<file path="config.mk">
export PLATFORM = sky130hd
export DESIGN_NAME = maximal_munch_tokenizer_top
export DESIGN_NICKNAME = d
export VERILOG_FILES = /design/src/mmt_pkg.sv /design/src/mmt_scan.sv /design/src/mmt_outq.sv /design/src/maximal_munch_tokenizer_top.sv
export SDC_FILE = /design/constraint.sdc
export NUM_CORES = 1
export LEC_CHECK = 0
export BUFFER_PORTS_ARGS = -buffer_cell sky130_fd_sc_hd__buf_2
export CORE_MARGIN = 2
export CORE_UTILIZATION = 60
export CTS_CLUSTER_DIAMETER = 200
export CTS_CLUSTER_SIZE = 24
export DETAILED_ROUTE_END_ITERATION = 10
export GPL_ROUTABILITY_DRIVEN = 0
export GPL_TIMING_DRIVEN = 0
export PLACE_DENSITY = 0.89
export SYNTH_ARGS = -nofsm -noshare
export SYNTH_HDL_FRONTEND = slang
export SYNTH_HIERARCHICAL = 1
export SYNTH_SLANG_ARGS = --single-unit
</file>
<file path="constraint.sdc">
create_clock -name clk -period 11.5 [get_ports clk]
set_input_delay 2.3 -clock clk [delete_from_list [all_inputs] [get_ports clk]]
set_output_delay 2.3 -clock clk [all_outputs]
set_load 0.01 [all_outputs]
</file>
<file path="src/mmt_pkg.sv">
// Shared types, token kind codes and helpers of the longest-match tokenizer.
`default_nettype none
package mmt_pkg;

	typedef struct packed {
		logic [7:0] ch;
		logic       end_of_text;
	} in_item_t;

	typedef struct packed {
		logic [4:0]  kind;
		logic [15:0] line;
		logic [15:0] start_offset;
		logic [16:0] length;
		logic        error;
		logic        last;
	} result_t;

	// Results one word causes, in order; vld1 only with vld0.
	typedef struct packed {
		logic    vld0;
		logic    vld1;
		result_t res0;
		result_t res1;
	} push_t;

	typedef enum logic [2:0] {
		MODE_IDLE,
		MODE_WORD,
		MODE_NUM,
		MODE_ASSIGN,
		MODE_BANG
	} scan_mode_t;

	localparam logic [4:0] K_RETURN = 5'd0;
	localparam logic [4:0] K_INT    = 5'd1;
	localparam logic [4:0] K_CHAR   = 5'd2;
	localparam logic [4:0] K_VOID   = 5'd3;
	localparam logic [4:0] K_IF     = 5'd4;
	localparam logic [4:0] K_NUMBER = 5'd5;
	localparam logic [4:0] K_ID     = 5'd6;
	localparam logic [4:0] K_LPAREN = 5'd7;
	localparam logic [4:0] K_RPAREN = 5'd8;
	localparam logic [4:0] K_LBRACE = 5'd9;
	localparam logic [4:0] K_RBRACE = 5'd10;
	localparam logic [4:0] K_COMMA  = 5'd11;
	localparam logic [4:0] K_PLUS   = 5'd12;
	localparam logic [4:0] K_MINUS  = 5'd13;
	localparam logic [4:0] K_STAR   = 5'd14;
	localparam logic [4:0] K_SLASH  = 5'd15;
	localparam logic [4:0] K_ASSIGN = 5'd16;
	localparam logic [4:0] K_EQ     = 5'd17;
	localparam logic [4:0] K_NE     = 5'd18;
	localparam logic [4:0] K_LT     = 5'd19;
	localparam logic [4:0] K_GT     = 5'd20;
	localparam logic [4:0] K_SEMI   = 5'd21;
	localparam logic [4:0] K_NONE   = 5'd0;

	localparam int unsigned QDEPTH = 4;
	localparam int unsigned QPTR_W = 2;
	localparam int unsigned QCNT_W = 3;

	function automatic result_t mk_res(input logic [4:0] kind, input logic [15:0] line,
			input logic [15:0] start, input logic [16:0] len, input logic err,
			input logic last);
		result_t r;
		r.kind         = kind;
		r.line         = line;
		r.start_offset = start;
		r.length       = len;
		r.error        = err;
		r.last         = last;
		return r;
	endfunction

endpackage
`default_nettype wire

</file>
<file path="src/mmt_scan.sv">
// Scanner state and the single-pass decision logic for one text word.
`default_nettype none
module mmt_scan import mmt_pkg::*; #(
	parameter int unsigned MAX_TEXT = 65536
) (
	input  wire logic     clk,
	input  wire logic     arst_n,
	input  wire logic     fire,
	input  wire in_item_t item,
	output push_t         push
);

	localparam int unsigned POS_CAP_INT = (MAX_TEXT > 131071) ? 131071 : MAX_TEXT;
	localparam logic [16:0] POS_CAP = 17'(POS_CAP_INT);

	scan_mode_t  mode_q, mode_n;
	logic [47:0] prefix_q, prefix_n;
	logic [16:0] run_q, run_n;
	logic [15:0] tstart_q, tstart_n;
	logic [16:0] pos_q, pos_n;
	logic [15:0] line_q, line_n;
	logic        halted_q, halted_n;

	logic [7:0]  c;
	logic        lower, digit, space_ch;
	logic [15:0] cur_off;
	logic [16:0] pos_adv;
	logic        fvld, svld;
	result_t     fres, sres, fl_res;
	logic        fl_vld;
	logic [4:0]  pk;
	logic        pk_ok;

	function automatic logic [4:0] word_kind(input logic [16:0] run, input logic [47:0] pre);
		logic [4:0] k;
		k = K_ID;
		if (run == 17'd6 && pre == 48'h72657475726E)
			k = K_RETURN;
		else if (run == 17'd3 && pre == 48'h696E74)
			k = K_INT;
		else if (run == 17'd4 && pre == 48'h63686172)
			k = K_CHAR;
		else if (run == 17'd4 && pre == 48'h766F6964)
			k = K_VOID;
		else if (run == 17'd2 && pre == 48'h6966)
			k = K_IF;
		return k;
	endfunction

	always_comb begin
		pk_ok = 1'b1;
		case (c)
			8'h28: pk = K_LPAREN;
			8'h29: pk = K_RPAREN;
			8'h7B: pk = K_LBRACE;
			8'h7D: pk = K_RBRACE;
			8'h2C: pk = K_COMMA;
			8'h2B: pk = K_PLUS;
			8'h2D: pk = K_MINUS;
			8'h2A: pk = K_STAR;
			8'h2F: pk = K_SLASH;
			8'h3C: pk = K_LT;
			8'h3E: pk = K_GT;
			8'h3B: pk = K_SEMI;
			default: begin
				pk    = K_NONE;
				pk_ok = 1'b0;
			end
		endcase
	end

	assign c        = item.ch;
	assign lower    = (c >= 8'h61) && (c <= 8'h7A);
	assign digit    = (c >= 8'h30) && (c <= 8'h39);
	assign space_ch = (c == 8'h20) || ((c >= 8'h09) && (c <= 8'h0D));
	assign cur_off  = (pos_q > 17'd65535) ? 16'hFFFF : pos_q[15:0];
	assign pos_adv  = (pos_q < POS_CAP) ? pos_q + 17'd1 : pos_q;

	// Pending token as it stands before this word.
	always_comb begin
		fl_vld = 1'b1;
		case (mode_q)
			MODE_WORD:   fl_res = mk_res(word_kind(run_q, prefix_q), line_q, tstart_q, run_q,
					1'b0, 1'b0);
			MODE_NUM:    fl_res = mk_res(K_NUMBER, line_q, tstart_q, run_q, 1'b0, 1'b0);
			MODE_ASSIGN: fl_res = mk_res(K_ASSIGN, line_q, tstart_q, 17'd1, 1'b0, 1'b0);
			MODE_BANG:   fl_res = mk_res(K_NONE, line_q, tstart_q, 17'd1, 1'b1, 1'b0);
			default: begin
				fl_res = mk_res(K_NONE, line_q, tstart_q, 17'd0, 1'b0, 1'b0);
				fl_vld = 1'b0;
			end
		endcase
	end

	always_comb begin
		mode_n   = mode_q;
		prefix_n = prefix_q;
		run_n    = run_q;
		tstart_n = tstart_q;
		pos_n    = pos_q;
		line_n   = line_q;
		halted_n = halted_q;
		fvld     = 1'b0;
		svld     = 1'b0;
		fres     = fl_res;
		sres     = mk_res(K_NONE, line_q, cur_off, 17'd1, 1'b1, 1'b0);
		if (fire) begin
			if (item.end_of_text) begin
				fvld     = fl_vld && !halted_q;
				svld     = 1'b1;
				sres     = mk_res(K_NONE, line_q, cur_off, 17'd0, 1'b0, 1'b1);
				mode_n   = MODE_IDLE;
				prefix_n = '0;
				run_n    = '0;
				tstart_n = '0;
				pos_n    = '0;
				line_n   = 16'd1;
				halted_n = 1'b0;
			end else if (halted_q) begin
				// drop text until end of text
			end else if ((mode_q == MODE_WORD && lower) || (mode_q == MODE_NUM && digit)) begin
				if (mode_q == MODE_WORD && run_q < 17'd6)
					prefix_n = {prefix_q[39:0], c};
				if (run_q < 17'd65536)
					run_n = run_q + 17'd1;
				pos_n = pos_adv;
			end else if ((mode_q == MODE_ASSIGN || mode_q == MODE_BANG) && c == 8'h3D) begin
				fvld   = 1'b1;
				fres   = mk_res((mode_q == MODE_ASSIGN) ? K_EQ : K_NE, line_q, tstart_q,
						17'd2, 1'b0, 1'b0);
				mode_n = MODE_IDLE;
				pos_n  = pos_adv;
			end else begin
				fvld   = fl_vld;
				mode_n = MODE_IDLE;
				pos_n  = pos_adv;
				if (mode_q == MODE_BANG) begin
					// lone bang: the byte after it and all text up to end of text are dropped
					halted_n = 1'b1;
				end else if (space_ch) begin
					if (c == 8'h0A && line_q < 16'hFFFF)
						line_n = line_q + 16'd1;
				end else if (lower || digit) begin
					mode_n   = lower ? MODE_WORD : MODE_NUM;
					tstart_n = cur_off;
					run_n    = 17'd1;
					prefix_n = {40'd0, c};
				end else if (c == 8'h3D || c == 8'h21) begin
					mode_n   = (c == 8'h3D) ? MODE_ASSIGN : MODE_BANG;
					tstart_n = cur_off;
					run_n    = 17'd1;
				end else if (pk_ok) begin
					svld = 1'b1;
					sres = mk_res(pk, line_q, cur_off, 17'd1, 1'b0, 1'b0);
				end else begin
					svld     = 1'b1;
					halted_n = 1'b1;
				end
			end
		end
	end

	assign push.vld0 = fvld || svld;
	assign push.vld1 = fvld && svld;
	assign push.res0 = fvld ? fres : sres;
	assign push.res1 = sres;

	always_ff @(posedge clk or negedge arst_n) begin
		if (!arst_n) begin
			mode_q   <= MODE_IDLE;
			prefix_q <= '0;
			run_q    <= '0;
			tstart_q <= '0;
			pos_q    <= '0;
			line_q   <= 16'd1;
			halted_q <= 1'b0;
		end else begin
			mode_q   <= mode_n;
			prefix_q <= prefix_n;
			run_q    <= run_n;
			tstart_q <= tstart_n;
			pos_q    <= pos_n;
			line_q   <= line_n;
			halted_q <= halted_n;
		end
	end

`ifndef SYNTHESIS
	a_halt_silent: assert property (@(posedge clk) disable iff (!arst_n)
		fire && halted_q && !item.end_of_text |-> !push.vld0)
		else $error("halted scanner produced a result");
	a_last_final: assert property (@(posedge clk) disable iff (!arst_n)
		push.vld1 |-> !push.res0.last)
		else $error("end marker not in final slot");
	a_eot_reset: assert property (@(posedge clk) disable iff (!arst_n)
		fire && item.end_of_text |=> mode_q == MODE_IDLE && line_q == 16'd1 && pos_q == 17'd0)
		else $error("scanner state not cleared after end of text");
`endif

endmodule
`default_nettype wire

</file>
<file path="src/mmt_outq.sv">
// Four-entry result queue: takes up to two results a cycle, hands out one.
`default_nettype none
module mmt_outq import mmt_pkg::*; (
	input  wire logic    clk,
	input  wire logic    arst_n,
	input  wire push_t   push,
	output logic         room,
	output logic         out_valid,
	input  wire logic    out_ready,
	output result_t      out_item
);

	result_t             mem_q [QDEPTH];
	logic [QPTR_W-1:0]   wr_q, rd_q;
	logic [QCNT_W-1:0]   cnt_q;
	logic                pop;
	logic [QPTR_W-1:0]   wr_p1;

	assign out_valid = (cnt_q != '0);
	assign out_item  = mem_q[rd_q];
	assign pop       = out_valid && out_ready;
	// leave space for a two-result word
	assign room      = (cnt_q <= QCNT_W'(QDEPTH - 2));
	assign wr_p1     = wr_q + QPTR_W'(1);

	always_ff @(posedge clk) begin
		if (push.vld0)
			mem_q[wr_q] <= push.res0;
		if (push.vld1)
			mem_q[wr_p1] <= push.res1;
	end

	always_ff @(posedge clk or negedge arst_n) begin
		if (!arst_n) begin
			wr_q  <= '0;
			rd_q  <= '0;
			cnt_q <= '0;
		end else begin
			wr_q  <= wr_q + QPTR_W'(push.vld0) + QPTR_W'(push.vld1);
			if (pop)
				rd_q <= rd_q + QPTR_W'(1);
			cnt_q <= cnt_q + QCNT_W'(push.vld0) + QCNT_W'(push.vld1) - QCNT_W'(pop);
		end
	end

`ifndef SYNTHESIS
	a_no_overflow: assert property (@(posedge clk) disable iff (!arst_n)
		push.vld0 |-> cnt_q <= QCNT_W'(QDEPTH - 2))
		else $error("result queue pushed without room");
	a_cnt_bound: assert property (@(posedge clk) disable iff (!arst_n)
		cnt_q <= QCNT_W'(QDEPTH))
		else $error("result queue count out of range");
	a_pair_order: assert property (@(posedge clk) disable iff (!arst_n)
		push.vld1 |-> push.vld0)
		else $error("second result pushed without first");
`endif

endmodule
`default_nettype wire

</file>
<file path="src/maximal_munch_tokenizer_top.sv">
// Top level of the longest-match tokenizer: input register, scanner, result queue.
`default_nettype none
// Takes one text word per cycle (a byte, or an end-of-text mark) and emits
// tokens by longest match with one byte of lookahead. A word is held in the
// input register, decided combinationally by the scanner, and its results
// (zero, one or two) are written to a four-entry queue that drives the output
// port, one result per cycle while out_ready is high. A word that closes a
// pending token and also yields one of its own produces two results, which the
// output side hands out one after the other; the input side keeps taking one
// word per cycle as long as the queue holds at most two results. Each result is
// registered in the queue before it shows on out_valid. After end of text the
// scanner is back at line 1, offset 0.
module maximal_munch_tokenizer_top import mmt_pkg::*; #(
	parameter int unsigned MAX_TEXT = 65536
) (
	input  wire logic     clk,
	input  wire logic     arst_n,
	input  wire logic     in_valid,
	output logic          in_ready,
	input  wire in_item_t in_item,
	output logic          out_valid,
	input  wire logic     out_ready,
	output result_t       out_item
);

	in_item_t item_s1;
	logic     valid_s1;
	logic     room;
	logic     fire;
	push_t    push;

	assign fire     = valid_s1 && room;
	assign in_ready = !valid_s1 || fire;

	always_ff @(posedge clk) begin
		if (in_valid && in_ready)
			item_s1 <= in_item;
	end

	always_ff @(posedge clk or negedge arst_n) begin
		if (!arst_n) begin
			valid_s1 <= 1'b0;
		end else if (in_valid && in_ready) begin
			valid_s1 <= 1'b1;
		end else if (fire) begin
			valid_s1 <= 1'b0;
		end
	end

	mmt_scan #(
		.MAX_TEXT(MAX_TEXT)
	) u_scan (
		.clk   (clk),
		.arst_n(arst_n),
		.fire  (fire),
		.item  (item_s1),
		.push  (push)
	);

	mmt_outq u_outq (
		.clk      (clk),
		.arst_n   (arst_n),
		.push     (push),
		.room     (room),
		.out_valid(out_valid),
		.out_ready(out_ready),
		.out_item (out_item)
	);

endmodule
`default_nettype wire
</file>
## After elaboration in Yosys (flattened, before gate mapping)

Memories as Yosys holds them, arrays and structs flattened.
Index checks and enable logic that the tools add are counted.

| word-level totals | value |
|---|---|
| register bits | 135 |
| RAM bits | 224 |
| input port bits | 13 |
| output and inout bits | 58 |
| word-level logic and storage cells | 219 |
| memories kept | 1 |

| operators by class | value |
|---|---|
| add/sub/neg operators | 10 |
| order comparisons | 12 |
| eq/ne operators | 39 |
| mux-type cells | 101 |
| reductions and logical operators | 43 |

Memories:

| name | depth | bits a word | rd ports | clocked after memory_dff | write ports | RTL line | text |
|---|---|---|---|---|---|---|---|
| u_outq.mem_q | 4 | 56 | 1 | 0 | 2 | mmt_outq.sv:13 | `result_t mem_q [QDEPTH];` |

Operator list:

| operator | count |
|---|---|
| two-way mux 56 bit | 16 |
| two-way mux 48 bit | 8 |
| two-way mux 16 bit | 16 |
| one-hot mux 56 bit (4 select lines) | 1 |
| two-way mux 17 bit | 12 |
| == test 8 x 6 -> 1 bit (second input constant) | 13 |
| == test 48 x 31 -> 1 bit (second input constant) | 2 |
| one-hot mux 5 bit (12 select lines) | 1 |
| == test 48 x 15 -> 1 bit (second input constant) | 1 |
| == test 48 x 23 -> 1 bit (second input constant) | 1 |
| == test 48 x 47 -> 1 bit (second input constant) | 1 |
| adder 17 x 1 -> 17 bit (second input constant) | 2 |
| == test 17 x 2 -> 1 bit (second input constant) | 2 |
| == test 17 x 3 -> 1 bit (second input constant) | 2 |
| less-than comparator 17 bit (second input constant) | 2 |
| two-way mux 1 bit | 31 |
| AND reduction 7 bit | 4 |
| two-way mux 3 bit | 9 |
| two-way mux 5 bit | 4 |
| logical AND 1 bit | 18 |
| > comparator 17 x 16 -> 1 bit (second input constant) | 1 |
| less-than comparator 17 x 3 -> 1 bit (second input constant) | 1 |
| adder 16 x 1 -> 16 bit (second input constant) | 1 |
| == test 8 x 7 -> 1 bit (second input constant) | 2 |
| 28 further kinds | 54 |

## Logic depth before layout (Yosys ltp)

| logic depth | value |
|---|---|
| word-level depth | 15 |
| mapped depth | 15 |
| mapped depth without buffers | 14 |

## By module

The synthesis kept the hierarchy.

By module, submodules not included:

| module | instances | cells an instance | area each (um^2) | sequential area each (um^2) |
|---|---|---|---|---|
| mmt_outq | 1 | 578 | 11,343.4 | 6,901.6 |
| mmt_scan | 1 | 890 | 7,851.3 | 2,954.1 |
| maximal_munch_tokenizer_top | 1 | 14 | 330.3 | 295.3 |

## Worst setup path after synthesis

OpenSTA, ideal clock, no wires.

| timing | value |
|---|---|
| path kind | flip-flop to flip-flop |
| start | reg item_s1[5] (netlist name) |
| end | mem u_outq/mem_q[0][0] (netlist name), enable pin |
| data arrival time | 6,197 ps |
| path slack | 4,749 ps |
| stages on the path, launching flop included | 10 |
| buffers on the path | 1 |
| period minus slack after synthesis | 6,751 ps |
| cells stage by stage | edfxtp_1 > buf_4 > nor4bb_4 > and3_4 > nor3_4 > and2_1 > a31oi_1 > o21ai_0 > inv_1 > o31ai_1 |

RTL lines:

| element | RTL line | text |
|---|---|---|
| start: declaration | maximal_munch_tokenizer_top.sv:26 | `in_item_t item_s1;` |
| start signal: assignment | maximal_munch_tokenizer_top.sv:37 | `item_s1 <= in_item;` |
| end: declaration | mmt_outq.sv:13 |  |

==> results.txt <==
The flop and latch count out of synthesis came out at 359. The power spent charging and discharging nets came out at 0.00139 W. The number of standard-cell rows in the floorplan came out at 66. The final setup violation count is 0. The overall track demand over capacity in global routing is 0.262. The starting DRC count in detailed routing came out at 1,432.

The proportion of register bits with asynchronous set or reset after synthesis came out at 0.351. The final number of max-transition violations came out at 0. For this configuration, the core starts out at a cell density of 0.605. The per-cell via count in the routed design came out at 6.30.

TritonCTS built the clock tree. The final critical path time including I/O delays and setup came out at 5070 ps. The total power density per cell area is 188 nW/µm². CTS built an H-tree with a depth of 1. The beginning of the worst register-to-register path is u_outq/cnt_q[1]. The sequential share of power is 0.433. The number of different library cells used by synthesis comes to 87. From bottom edge to top edge, the die measures 184 µm. After synthesis, the mean cell area works out to 13.2 µm². STA classifies the critical path endpoint as a flop. The sequential element share of the synthesized area is 0.520. The total I/O pin count is 71. The total length of routed wires came out at 44,300 µm.

The Yosys step of the flow raised 6 warnings. The count of endpoints failing hold in the final timing report is 0. The number of buffers added by the clock tree synthesis step is 18. The HPWL reported at the end of detailed placement came out at 30,300 µm. The critical path in this run is classified as reg -> reg. The area added between synthesis and finish is 9.17%. The via count of the first global-routing pass came out at 12,950.

In this run the tool buffered the top-level ports with 70 buffer cells. The layout has 2,217 filler cells. No sink is reached through more buffers than the 3 on the longest clock path. The fraction of layout cells with a size suffix above 1 is 0.306. The total via count after detailed routing is 12,922. Clock latency on the worst-skew pair, taken at its later pin, is 530 ps. The post-detailed-route count of antenna-violating nets came out at 0. The fraction of power consumed by the clock network is 0.179. The area enclosed by the die boundary is 34,000 µm². The cell count after synthesis is 1,482. Of the total power, combinational logic draws 0.388.

The pin slew with the least headroom to its limit is 855 ps. The final cell utilization of the core is 0.660. Timing would allow up to 197 MHz. Summed over all layers, the global routing overflow is 0.

STA classifies the critical path startpoint as a flop. The pin count of the biggest net entering global routing came out at 88. Across the VDD grid, the largest voltage drop is 0.000147 V.

The total non-filler cell area in the finished layout is 21,300 µm². The data required time of the worst path is 11,740 ps. The startpoint of the tightest hold check path is u_scan/tstart_q[5].

Setup repair after global routing left no endpoint under its margin. The share of total power consumed by net switching came out at 0.346. The initial antenna violation count is 0. The min-delay analysis places its worst path in the category reg -> reg. The wire length per cell came out at 21.6 µm.

The number of gates resized after CTS is 0. The setup clock skew after layout came out at 16.8 ps. Headroom to the max-slew limit came out at 0.422. The data arrival at the endpoint of the critical path came out at 5300 ps.

The chip width came out at 184 µm. The global-route wire length before repair is 69,800 µm. The ratio of final minimum period to clock period came out at 0.441.

The largest fanout on the critical path came out at 16. Clock tree synthesis found a total of 359 sinks. The dominant register cell in the synthesized netlist is sky130_fd_sc_hd__edfxtp_1. The clock tree root buffer cell is sky130_fd_sc_hd__clkbuf_16. The net count of the finished layout is 1,622. The number of hold buffers added after cts is 0. The diode insertion count for antenna repair came out at 0. The run finished with clean final reports. The leakage power is 8.58 nW. The accumulated negative setup slack is 0 ps. The first detailed-routing pass ran for 9 iterations. In this run the worst setup path begins at u_outq/cnt_q[1].

The clock-pin transition on the worst setup and hold timing paths came out at 100 ps. The tool flagged a number of max-cap violations equal to 0. The internal portion of the total power is 0.00262 W. The number of synthesized flops with an enable pin is 233. In this run the standard cell core region covers 32,300 µm².

The standard cell area after detailed placement is 20,800 µm². The synthesized netlist occupies a cell area of 19,500 µm². In this run the post-CTS setup repair buffer count came out at 0. The number of remaining DRC errors came out at 0.
[critical path, cell delays in order, from the launching register on]
cell and delay (ps):
sky130_fd_sc_hd__dfrtp_1 440, sky130_fd_sc_hd__inv_1 160, sky130_fd_sc_hd__ha_1 200, sky130_fd_sc_hd__a21o_1 160
sky130_fd_sc_hd__and2_1 390, sky130_fd_sc_hd__inv_1 230, sky130_fd_sc_hd__nor2_1 240, sky130_fd_sc_hd__nand3_1 430
sky130_fd_sc_hd__buf_2 380, sky130_fd_sc_hd__nor2_1 690, sky130_fd_sc_hd__nand3_2 190, sky130_fd_sc_hd__buf_4 260
sky130_fd_sc_hd__buf_6 190, sky130_fd_sc_hd__o31ai_4 200, sky130_fd_sc_hd__buf_16 230, sky130_fd_sc_hd__buf_8 170
sky130_fd_sc_hd__buf_16 170
[area by class of cell]
cell class / instances / area [µm²] / area share
buffer: 136 / 923 / 0.0433
clock buffer: 32 / 524 / 0.0246
inverter: 63 / 236 / 0.0111
multi-input combinational: 939 / 8310 / 0.390
sequential: 359 / 10200 / 0.476
tap: 442 / 553 / 0.0259
timing repair buffer: 81 / 617 / 0.0289
[placed cells by master, fill, tap and decap left out, types with 33 or more instances in the layout]
master                     instances
sky130_fd_sc_hd__buf_4            57
sky130_fd_sc_hd__mux2_2          161
sky130_fd_sc_hd__mux4_2           56
sky130_fd_sc_hd__inv_1            62
sky130_fd_sc_hd__nand2_1          65
sky130_fd_sc_hd__a21oi_1          48
sky130_fd_sc_hd__mux2_1           57
sky130_fd_sc_hd__mux2i_1          33
sky130_fd_sc_hd__dfrtp_1         125
sky130_fd_sc_hd__nor2_1          107
sky130_fd_sc_hd__buf_2           101
sky130_fd_sc_hd__nand3_1          46
sky130_fd_sc_hd__clkbuf_1         38
sky130_fd_sc_hd__edfxtp_1        233
[path summary, 6_finish.rpt]
check	slack, ps	cells past startpoint	endpoint
worst min register to register	510	2	u_scan/tstart_q[5]
worst min-delay path	510	2	u_scan/tstart_q[5]
min in group asynchronous	1690	1	valid_s1
max in group asynchronous	9050	2	u_scan/tstart_q[2]
worst max register to register	6430	16	u_outq/mem_q[0][23]
worst max-delay path	6430	16	u_outq/mem_q[0][23]
[synth_stat cells, types with 22 or more instances]
cell | count | area share
sky130_fd_sc_hd__mux4_2 | 56 | 0.065
sky130_fd_sc_hd__nor4_1 | 22 | 0.0070
sky130_fd_sc_hd__nor3_1 | 22 | 0.0056
sky130_fd_sc_hd__a21oi_1 | 48 | 0.012
sky130_fd_sc_hd__nand3_1 | 46 | 0.012
sky130_fd_sc_hd__edfxtp_1 | 233 | 0.36
sky130_fd_sc_hd__nor2_1 | 108 | 0.021
sky130_fd_sc_hd__buf_2 | 32 | 0.0082
sky130_fd_sc_hd__clkbuf_1 | 25 | 0.0048
sky130_fd_sc_hd__mux2i_1 | 33 | 0.017
sky130_fd_sc_hd__mux2_2 | 161 | 0.093
sky130_fd_sc_hd__buf_4 | 57 | 0.022
sky130_fd_sc_hd__mux2_1 | 57 | 0.033
sky130_fd_sc_hd__mux2_4 | 29 | 0.022
sky130_fd_sc_hd__nand2_1 | 65 | 0.012
sky130_fd_sc_hd__dfrtp_1 | 125 | 0.16
sky130_fd_sc_hd__inv_1 | 62 | 0.012
[power groups by stage]
| stage | registers [W] | logic (W) | clock network [W] |
|---|---|---|---|
| global route | 0.00175 | 0.00166 | 0.000767 |
| CTS | 0.00173 | 0.00155 | 0.000721 |
| floorplan | 0.00175 | 0.00103 | 0 |
| finish | 0.00173 | 0.00155 | 0.000716 |
| detailed placement | 0.00176 | 0.00154 | 0 |
| global placement | 0.00179 | 0.00142 | 0 |
[through the flow]
| step | hold WS [ps] | std cells | power [W] | setup WS [ps] |
|---|---|---|---|---|
| global route | 518 | 2052 | 0.00417 | 6260 |
| detailed placement | 489 | 2020 | 0.00329 | 6660 |
| finish | 513 | 2052 | 0.00400 | 6430 |
| global placement | 463 | 2009 | 0.00321 | 823 |
| floorplan | 450 | 1497 | 0.00277 | 4750 |
| CTS | 511 | 2052 | 0.00400 | 6580 |
[registers in the layout, summed over array words and instances (netlist names)]
register and count:
u_scan/pos_q 17, u_scan/tstart_q 16, u_outq/wr_q 2, item_s1 9, u_scan/halted_q 1, u_outq/cnt_q 3
u_scan/run_q 17, u_scan/prefix_q 48, u_outq/rd_q 2, valid_s1 1, u_outq/mem_q 224, u_scan/line_q 16
u_scan/mode_q 3
[cells by family after synthesis]
family / after synthesis / synth area share
and+or+nand+nor: 399 / 0.112
DFF: 359 / 0.520
muxes: 336 / 0.230
buffers and inverters: 199 / 0.0594
AOI/OAI and AO/OA: 147 / 0.0575
xor gates and xnor gates: 30 / 0.0135
adders and majority gates: 11 / 0.00820
other: 1 / 0.000192
[layer usage]
metal  GRT usage  vias to the layer above  routed length (µm)
met5           0                        -                   0
met4      0.0925                        0                1780
met3      0.0330                      167                2920
met2       0.453                      616               22300
met1       0.343                     6435               17400
li1            -                     5704                   -
(Power assumes the default switching activity.)
